### config.mk
export PLATFORM = sky130hd
export DESIGN_NAME = process_ready_queue_unit
export DESIGN_NICKNAME = d
export VERILOG_FILES = /design/src/rtl/prq_pkg.sv /design/src/rtl/prq_cell.sv /design/src/rtl/process_ready_queue_unit.sv
export SDC_FILE = /design/constraint.sdc
export NUM_CORES = 2
export LEC_CHECK = 0
export BUFFER_PORTS_ARGS = -buffer_cell sky130_fd_sc_hd__buf_2
export CORE_MARGIN = 2
export CORE_UTILIZATION = 60
export CTS_CLUSTER_DIAMETER = 30
export DETAILED_ROUTE_END_ITERATION = 6
export GPL_ROUTABILITY_DRIVEN = 1
export PLACE_DENSITY = 0.76
export SYNTH_ARGS = -nofsm -noshare
export SYNTH_HDL_FRONTEND = slang
export SYNTH_HIERARCHICAL = 1
export SYNTH_SLANG_ARGS = --single-unit
### constraint.sdc
create_clock -name clk -period 8 [get_ports clk]
set_clock_uncertainty 0.15 [all_clocks]
set_input_delay 1.6 -clock clk [delete_from_list [all_inputs] [get_ports clk]]
set_output_delay 1.6 -clock clk [all_outputs]
set_load 0.05 [all_outputs]
### src/rtl/prq_pkg.sv
// Package with the shared types and constants of the process ready queue.
`default_nettype none

package prq_pkg;

	// Operation codes of an input transaction.
	localparam logic [2:0] OP_PUSH   = 3'd0;
	localparam logic [2:0] OP_POP    = 3'd1;
	localparam logic [2:0] OP_REMOVE = 3'd2;
	localparam logic [2:0] OP_ROTATE = 3'd3;
	localparam logic [2:0] OP_FIND   = 3'd4;
	localparam logic [2:0] OP_TOP    = 3'd5;
	localparam logic [2:0] OP_EXISTS = 3'd6;

	// Status codes of a result transaction.
	localparam logic [1:0] STAT_OK   = 2'd0;
	localparam logic [1:0] STAT_MISS = 2'd1;
	localparam logic [1:0] STAT_FULL = 2'd2;
	localparam logic [1:0] STAT_DUP  = 2'd3;

	// Level with a fixed quantum, and the quantum limits.
	localparam logic [6:0] LEVEL_SPECIAL   = 7'd99;
	localparam logic [7:0] QUANTUM_SPECIAL = 8'd99;
	localparam logic [7:0] QUANTUM_MAX     = 8'd255;

	// Highest priority that the top priority search considers.
	localparam logic [3:0] MAX_PRIORITY = 4'd10;

	// One stored process entry.
	typedef struct packed {
		logic [5:0]  slot;
		logic [15:0] pid;
		logic [3:0]  priority_val;
	} entry_t;

	// Input transaction payload.
	typedef struct packed {
		logic [2:0]  op;
		logic [5:0]  slot;
		logic [15:0] pid_value;
		logic [3:0]  priority_req;
	} in_item_t;

	// Result transaction payload.
	typedef struct packed {
		logic [1:0]  status;
		logic [5:0]  found_slot;
		logic [15:0] found_pid;
		logic [6:0]  assigned_level;
		logic [7:0]  time_quantum;
		logic [6:0]  entry_total;
	} out_item_t;

	// Per-cell control from the sequencer.
	typedef struct packed {
		logic shift;
		logic load_tail;
		logic load_new;
	} cell_ctrl_t;

endpackage

`default_nettype wire

### src/rtl/prq_cell.sv
// One cell of the queue chain: holds a single entry and passes it to its left neighbor.
`default_nettype none

module prq_cell (
	input  wire                 clk,
	input  prq_pkg::cell_ctrl_t ctrl,
	input  prq_pkg::entry_t     right_entry,
	input  prq_pkg::entry_t     front_entry,
	input  prq_pkg::entry_t     new_entry,
	output prq_pkg::entry_t     entry
);
	import prq_pkg::*;

	entry_t entry_q;

	// A new entry lands here on append; otherwise the chain shifts toward the front,
	// and the tail cell takes the entry that leaves the front.
	always_ff @(posedge clk) begin
		if (ctrl.load_new) begin
			entry_q <= new_entry;
		end else if (ctrl.shift) begin
			entry_q <= ctrl.load_tail ? front_entry : right_entry;
		end
	end

	assign entry = entry_q;

endmodule

`default_nettype wire

### src/rtl/process_ready_queue_unit.sv
// Top level of the process ready queue: sequencer, configuration register and the cell chain.
// A transaction scans the held entries, and its result is registered in the finish state once
// the output is free; an empty queue or unused op code skips the scan. A rotate ends early
// at its match and a pop at the front entry. The next input is taken only after the result
// is registered; a scan turns the ring once, one entry through the front cell per cycle.
// Reset clears the entry count, the level register and the handshake state at once.
`default_nettype none

module process_ready_queue_unit #(
	parameter int DEPTH = 64
) (
	input  wire                 clk,
	input  wire                 arst_n,
	input  wire                 in_valid,
	output logic                in_ready,
	input  prq_pkg::in_item_t   in_data,
	output logic                out_valid,
	input  wire                 out_ready,
	output prq_pkg::out_item_t  out_data,
	input  wire                 cfg_valid,
	output logic                cfg_ready,
	input  wire  [6:0]          cfg_data
);
	import prq_pkg::*;

	localparam int CW = $clog2(DEPTH + 1);
	localparam logic [CW-1:0] DEPTH_C = CW'(DEPTH);
	localparam logic [CW-1:0] ONE_C   = CW'(1);

	typedef enum logic [2:0] {
		ST_IDLE   = 3'b001,
		ST_SCAN   = 3'b010,
		ST_FINISH = 3'b100
	} state_t;

	state_t          state_q;
	logic [CW-1:0]   count_q;
	logic [CW-1:0]   step_q;
	logic [6:0]      level_q;
	in_item_t        item_q;
	logic            hit_q;
	entry_t          rec_q;
	out_item_t       out_q;
	logic            out_valid_q;

	entry_t          node_entry [DEPTH];
	cell_ctrl_t      node_ctrl  [DEPTH];
	entry_t          front;
	entry_t          new_entry;

	logic            m_slot, m_pid, pri_ok;
	logic            take, drop, stop, last;
	logic            shift, recirc, append;
	logic            out_free, push_ok;
	logic [8:0]      quantum_sum;
	logic [7:0]      quantum;
	logic [CW-1:0]   count_after;
	logic [31:0]     count_wide;
	out_item_t       result;

	// Configuration register; writes are always taken.
	assign cfg_ready = 1'b1;
	always_ff @(posedge clk or negedge arst_n) begin
		if (!arst_n) begin
			level_q <= '0;
		end else if (cfg_valid) begin
			level_q <= cfg_data;
		end
	end

	assign in_ready  = (state_q == ST_IDLE);
	assign out_free  = !out_valid_q || out_ready;
	assign out_valid = out_valid_q;
	assign out_data  = out_q;

	// Compare the entry at the front cell against the held transaction.
	assign front  = node_entry[0];
	assign m_slot = (front.slot == item_q.slot);
	assign m_pid  = (front.pid == item_q.pid_value);
	assign pri_ok = (front.priority_val <= MAX_PRIORITY)
		&& (!hit_q || (front.priority_val < rec_q.priority_val));

	// Scan decisions for this cycle.
	always_comb begin
		take = 1'b0;
		drop = 1'b0;
		stop = 1'b0;
		if (state_q == ST_SCAN) begin
			unique case (item_q.op) inside
				OP_PUSH, OP_EXISTS: begin
					take = m_slot && !hit_q;
				end
				OP_REMOVE: begin
					take = m_slot && !hit_q;
					drop = take;
				end
				OP_ROTATE: begin
					take = m_slot;
					stop = take;
				end
				OP_FIND: begin
					take = m_pid && !hit_q;
				end
				OP_TOP: begin
					take = pri_ok;
				end
				OP_POP: begin
					take = 1'b1;
					drop = 1'b1;
					stop = 1'b1;
				end
				default: begin
				end
			endcase
		end
	end

	assign shift  = (state_q == ST_SCAN) && (!stop || drop);
	assign recirc = !drop;
	assign last   = stop || (step_q == ONE_C);

	// A push is stored when the finish state hands off its result, if it met no duplicate and had room.
	assign push_ok = (item_q.op == OP_PUSH) && !hit_q && (count_q < DEPTH_C);
	assign append  = (state_q == ST_FINISH) && out_free && push_ok;

	assign new_entry.slot         = item_q.slot;
	assign new_entry.pid          = item_q.pid_value;
	assign new_entry.priority_val = item_q.priority_req;

	// Cell chain; each cell decodes its own position against the count.
	for (genvar i = 0; i < DEPTH; i++) begin : g_node
		localparam logic [CW-1:0] IDX = CW'(i);
		entry_t right_entry;

		if (i == DEPTH - 1) begin : g_last
			assign right_entry = node_entry[i];
		end else begin : g_mid
			assign right_entry = node_entry[i + 1];
		end

		assign node_ctrl[i].shift     = shift;
		assign node_ctrl[i].load_tail = shift && recirc && (IDX == (count_q - ONE_C));
		assign node_ctrl[i].load_new  = append && (IDX == count_q);

		prq_cell u_cell (
			.clk         (clk),
			.ctrl        (node_ctrl[i]),
			.right_entry (right_entry),
			.front_entry (front),
			.new_entry   (new_entry),
			.entry       (node_entry[i])
		);
	end

	// Quantum of this level, saturated, with the special level fixed.
	assign quantum_sum = {1'b0, level_q, 1'b0} + 9'd2;
	always_comb begin
		if (level_q == LEVEL_SPECIAL) begin
			quantum = QUANTUM_SPECIAL;
		end else if (quantum_sum[8]) begin
			quantum = QUANTUM_MAX;
		end else begin
			quantum = quantum_sum[7:0];
		end
	end

	assign count_after = count_q + (append ? ONE_C : '0);
	assign count_wide  = 32'(count_after);

	// Result assembled in the finish cycle.
	always_comb begin
		result                = '0;
		result.status         = STAT_MISS;
		result.entry_total    = count_wide[6:0];
		if (item_q.op == OP_PUSH) begin
			result.assigned_level = level_q;
			result.time_quantum   = quantum;
			if (hit_q) begin
				result.status = STAT_DUP;
			end else if (count_q >= DEPTH_C) begin
				result.status = STAT_FULL;
			end else begin
				result.status = STAT_OK;
			end
		end else if (hit_q) begin
			result.status     = STAT_OK;
			result.found_slot = rec_q.slot;
			result.found_pid  = rec_q.pid;
		end
	end

	// Sequencer and control registers.
	always_ff @(posedge clk or negedge arst_n) begin
		if (!arst_n) begin
			state_q     <= ST_IDLE;
			count_q     <= '0;
			step_q      <= '0;
			hit_q       <= 1'b0;
			out_valid_q <= 1'b0;
		end else begin
			// A new result replaces one that leaves in the same cycle.
			if (state_q == ST_FINISH && out_free) begin
				out_valid_q <= 1'b1;
			end else if (out_valid_q && out_ready) begin
				out_valid_q <= 1'b0;
			end
			unique case (state_q)
				ST_IDLE: begin
					if (in_valid) begin
						hit_q  <= 1'b0;
						step_q <= count_q;
						if ((count_q != '0) && (in_data.op <= OP_EXISTS)) begin
							state_q <= ST_SCAN;
						end else begin
							state_q <= ST_FINISH;
						end
					end
				end
				ST_SCAN: begin
					if (take) begin
						hit_q <= 1'b1;
					end
					if (drop) begin
						count_q <= count_q - ONE_C;
					end
					step_q <= step_q - ONE_C;
					if (last) begin
						state_q <= ST_FINISH;
					end
				end
				ST_FINISH: begin
					if (out_free) begin
						count_q <= count_after;
						state_q <= ST_IDLE;
					end
				end
				default: begin
					state_q <= ST_IDLE;
				end
			endcase
		end
	end

	// Payload registers: held transaction, recorded entry and the result.
	always_ff @(posedge clk) begin
		if (state_q == ST_IDLE && in_valid) begin
			item_q <= in_data;
		end
		if (take) begin
			rec_q <= front;
		end
		if (state_q == ST_FINISH && out_free) begin
			out_q <= result;
		end
	end

endmodule

`default_nettype wire
==> results by group <==
Drt
  – DR WL/cell: 26.37 um
  – Iter 0 DRT Violations: 8,856
  – Drt first pass iters: 7
  – Post-route ant nets: 0
  – DR vias: 65,510
  – Via density: 6.373
  – Number of remaining DRC errors: 0
  – Detailed-route wire length: 271,100 um

Layout
  – Share of cells above drive strength 1: 13.45%
  – Final net count: about 8,000
  – Fillers: 10,370
  – Commonest non-fill, non-tap cell in the layout: edfxtp_1
  – Design Area, Final: 0.1058 mm^2
  – Most frequent cells in the layout: 1,765 x edfxtp_1, 1,701 x nand2_1, 1,668 x mux2i_1
  – P&R area growth vs syn: 13.28%

Clock network
  – Hold Buf Count CTS: 0
  – Clk Latency, worst-skew pair: 0.95 ns
  – Clock root cell: clkbuf_16
  – CTS buffer count: 387
  – Clock Path Buffers: 4
  – Postcts setup bufs: 0
  – TritonCTS clock tree: built
  – Resized cells post-CTS: 0
  – H-tree level count: 5
  – Clock transition at path regs: 0.05 ns
  – Clock Sink Count: between 1,500 and 2,000

STA
  – Final worst path period share: between 70% and 80%
  – # setup viols final: 0
  – Worst-margin pin slew: 1.248 ns
  – Final Hold Vio Count: 0
  – Final Max Tran Viols: 0
  – Minimum clock period: 5.683 ns
  – Slew headroom: 16.83%
  – RSZ-0062 raised after global routing: false
  – TNS Setup: 0 ns
  – Highest Clock Rate: 0.1760 GHz

Run status
  – Outcome: complete, no violations

Critical path
  – Worst EP required: 8.40 ns
  – Worst-path fanout max: 53
  – Critical Path Max Stage Delay: 1.10 ns
  – Kind of critical path: flop to flop
  – Worst Setup End Kind: flop
  – Crit-path cells: or2_2, nor2_1, ha_1, inv_1, nor4_4, and3_1, nand2_1, nor2_4, or2_2
  – Worst path buffer plus inverter count: 1
  – Nature of the critical path startpoint: flop
  – Crit path max-delay family: simple AND/OR/NAND/NOR gates
  – Cell repeated most along the worst path: or2_2
  – Slowest-stage cell, CP: nor2_4
  – WP data arrival: between 6 and 7 ns

Global routing
  – Largest net degree at the start of global routing: between 60 and 70
  – Grt total ovfl: 0
  – Initial antenna violation count: 4
  – First-pass GRT wire length: 402,200 um
  – Number of global-route vias before repair: 63,680
  – Gr usage total: about a third

Die
  – Die H: 398.5 um
  – Die area: 0.1588 mm^2
  – Chip width: ~400 um
  – Num rows: roughly 140
  – Core area: roughly 0.15 mm^2
  – Initial Utilization: 60.49%
  – I/O pin total: 90

Yosys
  – Yosys top cell area share: around 57%
  – Ys Warns: 6
  – Mapped Cells: 7,896
  – Number of synthesized register bits: 1,791
  – EDFF count, synth: approximately 1,800
  – Synthesized net count: 7,952
  – Ranking of synthesized cells by area: edfxtp_1 57%, mux2i_1 18%, nand2_1 6.8%
  – Cell Area, Synth: 0.09340 mm^2
  – Async SR Flop Fraction: 1.452%
  – Top FF cell, synth: edfxtp_1
  – Synthesized area per cell: 11.83 um^2
  – Synth area leader: edfxtp_1
  – Sequential element share of the synthesized area: 57.45%
  – Post-synth cell types: 68

Placement
  – GP Congestion: 0.9499
  – IO Port Bufs: 88
  – Dpl hpwl: 155,400 um
  – Placed inst area: approximately 0.093 mm^2

Worst hold path
  – Hold/Removal Path Class: flop to flop

Run
  – Max-Cap Viols: 0

Pwr
  – P_leak: 30.65 nW
  – Power Density: between 300 and 400 mW/mm^2
  – VDD IR-drop max: 0.2311 mV
-- where the power goes --
group          internal [mW]  leakage, nW  switching [mW]
Clock                   10.4         6.13            5.04
Sequential              12.5         16.4           0.609
Combinational           1.10         8.14            4.05
Total                   24.0         30.6            9.70
-- cell type report --
cell class              count  area (um^2)  area share (%)
inverters                  14        52.55         0.04967
well taps                2044         2557           2.417
multi-input cells        5494        35280           33.34
clock inverters           238         2561           2.421
flip-flops and latches   1791        53650           50.71
repair buffers            245         1619           1.530
diodes                      2        5.005        0.004731
clock buffers             451        10070           9.520
-- cell usage after synthesis (4+ instances only) --
library cell,instances
edfxtp_1,1765
nand2_1,1701
mux2i_1,1668
o21ai_1,1217
o21ai_0,397
clkbuf_1,205
nor2_1,149
buf_2,130
buf_12,128
buf_4,69
or2_2,68
buf_6,65
o21ai_2,64
and2_1,39
dfrtp_1,25
nand3_1,22
a21oi_1,19
xnor2_1,19
xor2_1,16
ha_1,15
inv_1,12
nor3_1,10
nand2b_1,9
mux2_2,7
nor2b_1,7
a211oi_1,4
and3_1,4
o211ai_2,4
or3_1,4
-- path summary, 6_finish.rpt --
kind / from / end / slack, ns / cells past startpoint
max: item_q[27] / g_node[61].u_cell/entry[0] / 2.32 / 9
min: rec_q[5] / out_data[23] / 0.36 / 1
max reg2reg: item_q[27] / g_node[61].u_cell/entry[0] / 2.32 / 9
min reg2reg: rec_q[5] / out_data[23] / 0.36 / 1
max in group asynchronous: arst_n / step_q[6] / 6.60 / 1
min in group asynchronous: arst_n / level_q[4] / 0.56 / 1
-- sequential cells by signal, summed over array words and instances (netlist names) --
signal / count
hit_q: 1
out_data: 46
g_node.u_cell/entry: 1664
count_q: 7
out_valid: 1
state_q: 3
rec_q: 26
level_q: 7
item_q: 29
step_q: 7
-- stage by stage --
step	worst slack (ns)	std cells	total power [mW]	util, %	hold slack [ns]
global placement	2.550	9588	18.01	60.33	0.3586
floorplan	3.089	7896	15.73	-	0.3467
detailed placement	2.501	9588	18.15	60.33	0.3624
global route	2.189	10280	34.53	68.52	0.3777
finish	2.317	10280	33.71	68.52	0.3646
CTS	2.518	10280	33.59	68.52	0.3642
-- worst register-to-register path: stages, from the launching register on --
cell	delay, ns
edfxtp_1	0.47
or2_2	0.37
nor2_1	0.63
ha_1	0.33
inv_1	0.10
nor4_4	0.58
and3_1	0.32
nand2_1	0.57
nor2_4	1.11
or2_2	0.70
-- metal layers --
metal | vias to the layer above | share of wire (%) | GRT usage [%]
met5 | - | 0.0041 | 0
met4 | 2 | 5.3 | 16.81
met3 | 933 | 12 | 8.755
met2 | 4104 | 46 | 53.24
met1 | 31470 | 37 | 43.40
li1 | 28990 | - | -
-- cell families (layout without fill, tap and decap cells) --
group | count (synthesis) | after routing | synth area share (%)
XOR/XNOR | 35 | 35 | 0.3282
multiplexers | 1675 | 1675 | 17.96
AO/OA/AOI/OAI | 1728 | 1728 | 9.645
buffers and inverters | 611 | 948 | 5.659
other | 1 | 3 | 0.004015
flip-flops | 1791 | 1791 | 57.45
adder cells (fa/ha/maj) | 15 | 15 | 0.2009
AND/OR/NAND/NOR | 2040 | 2040 | 8.757
Note: power is estimated with default switching activity, not from simulation.
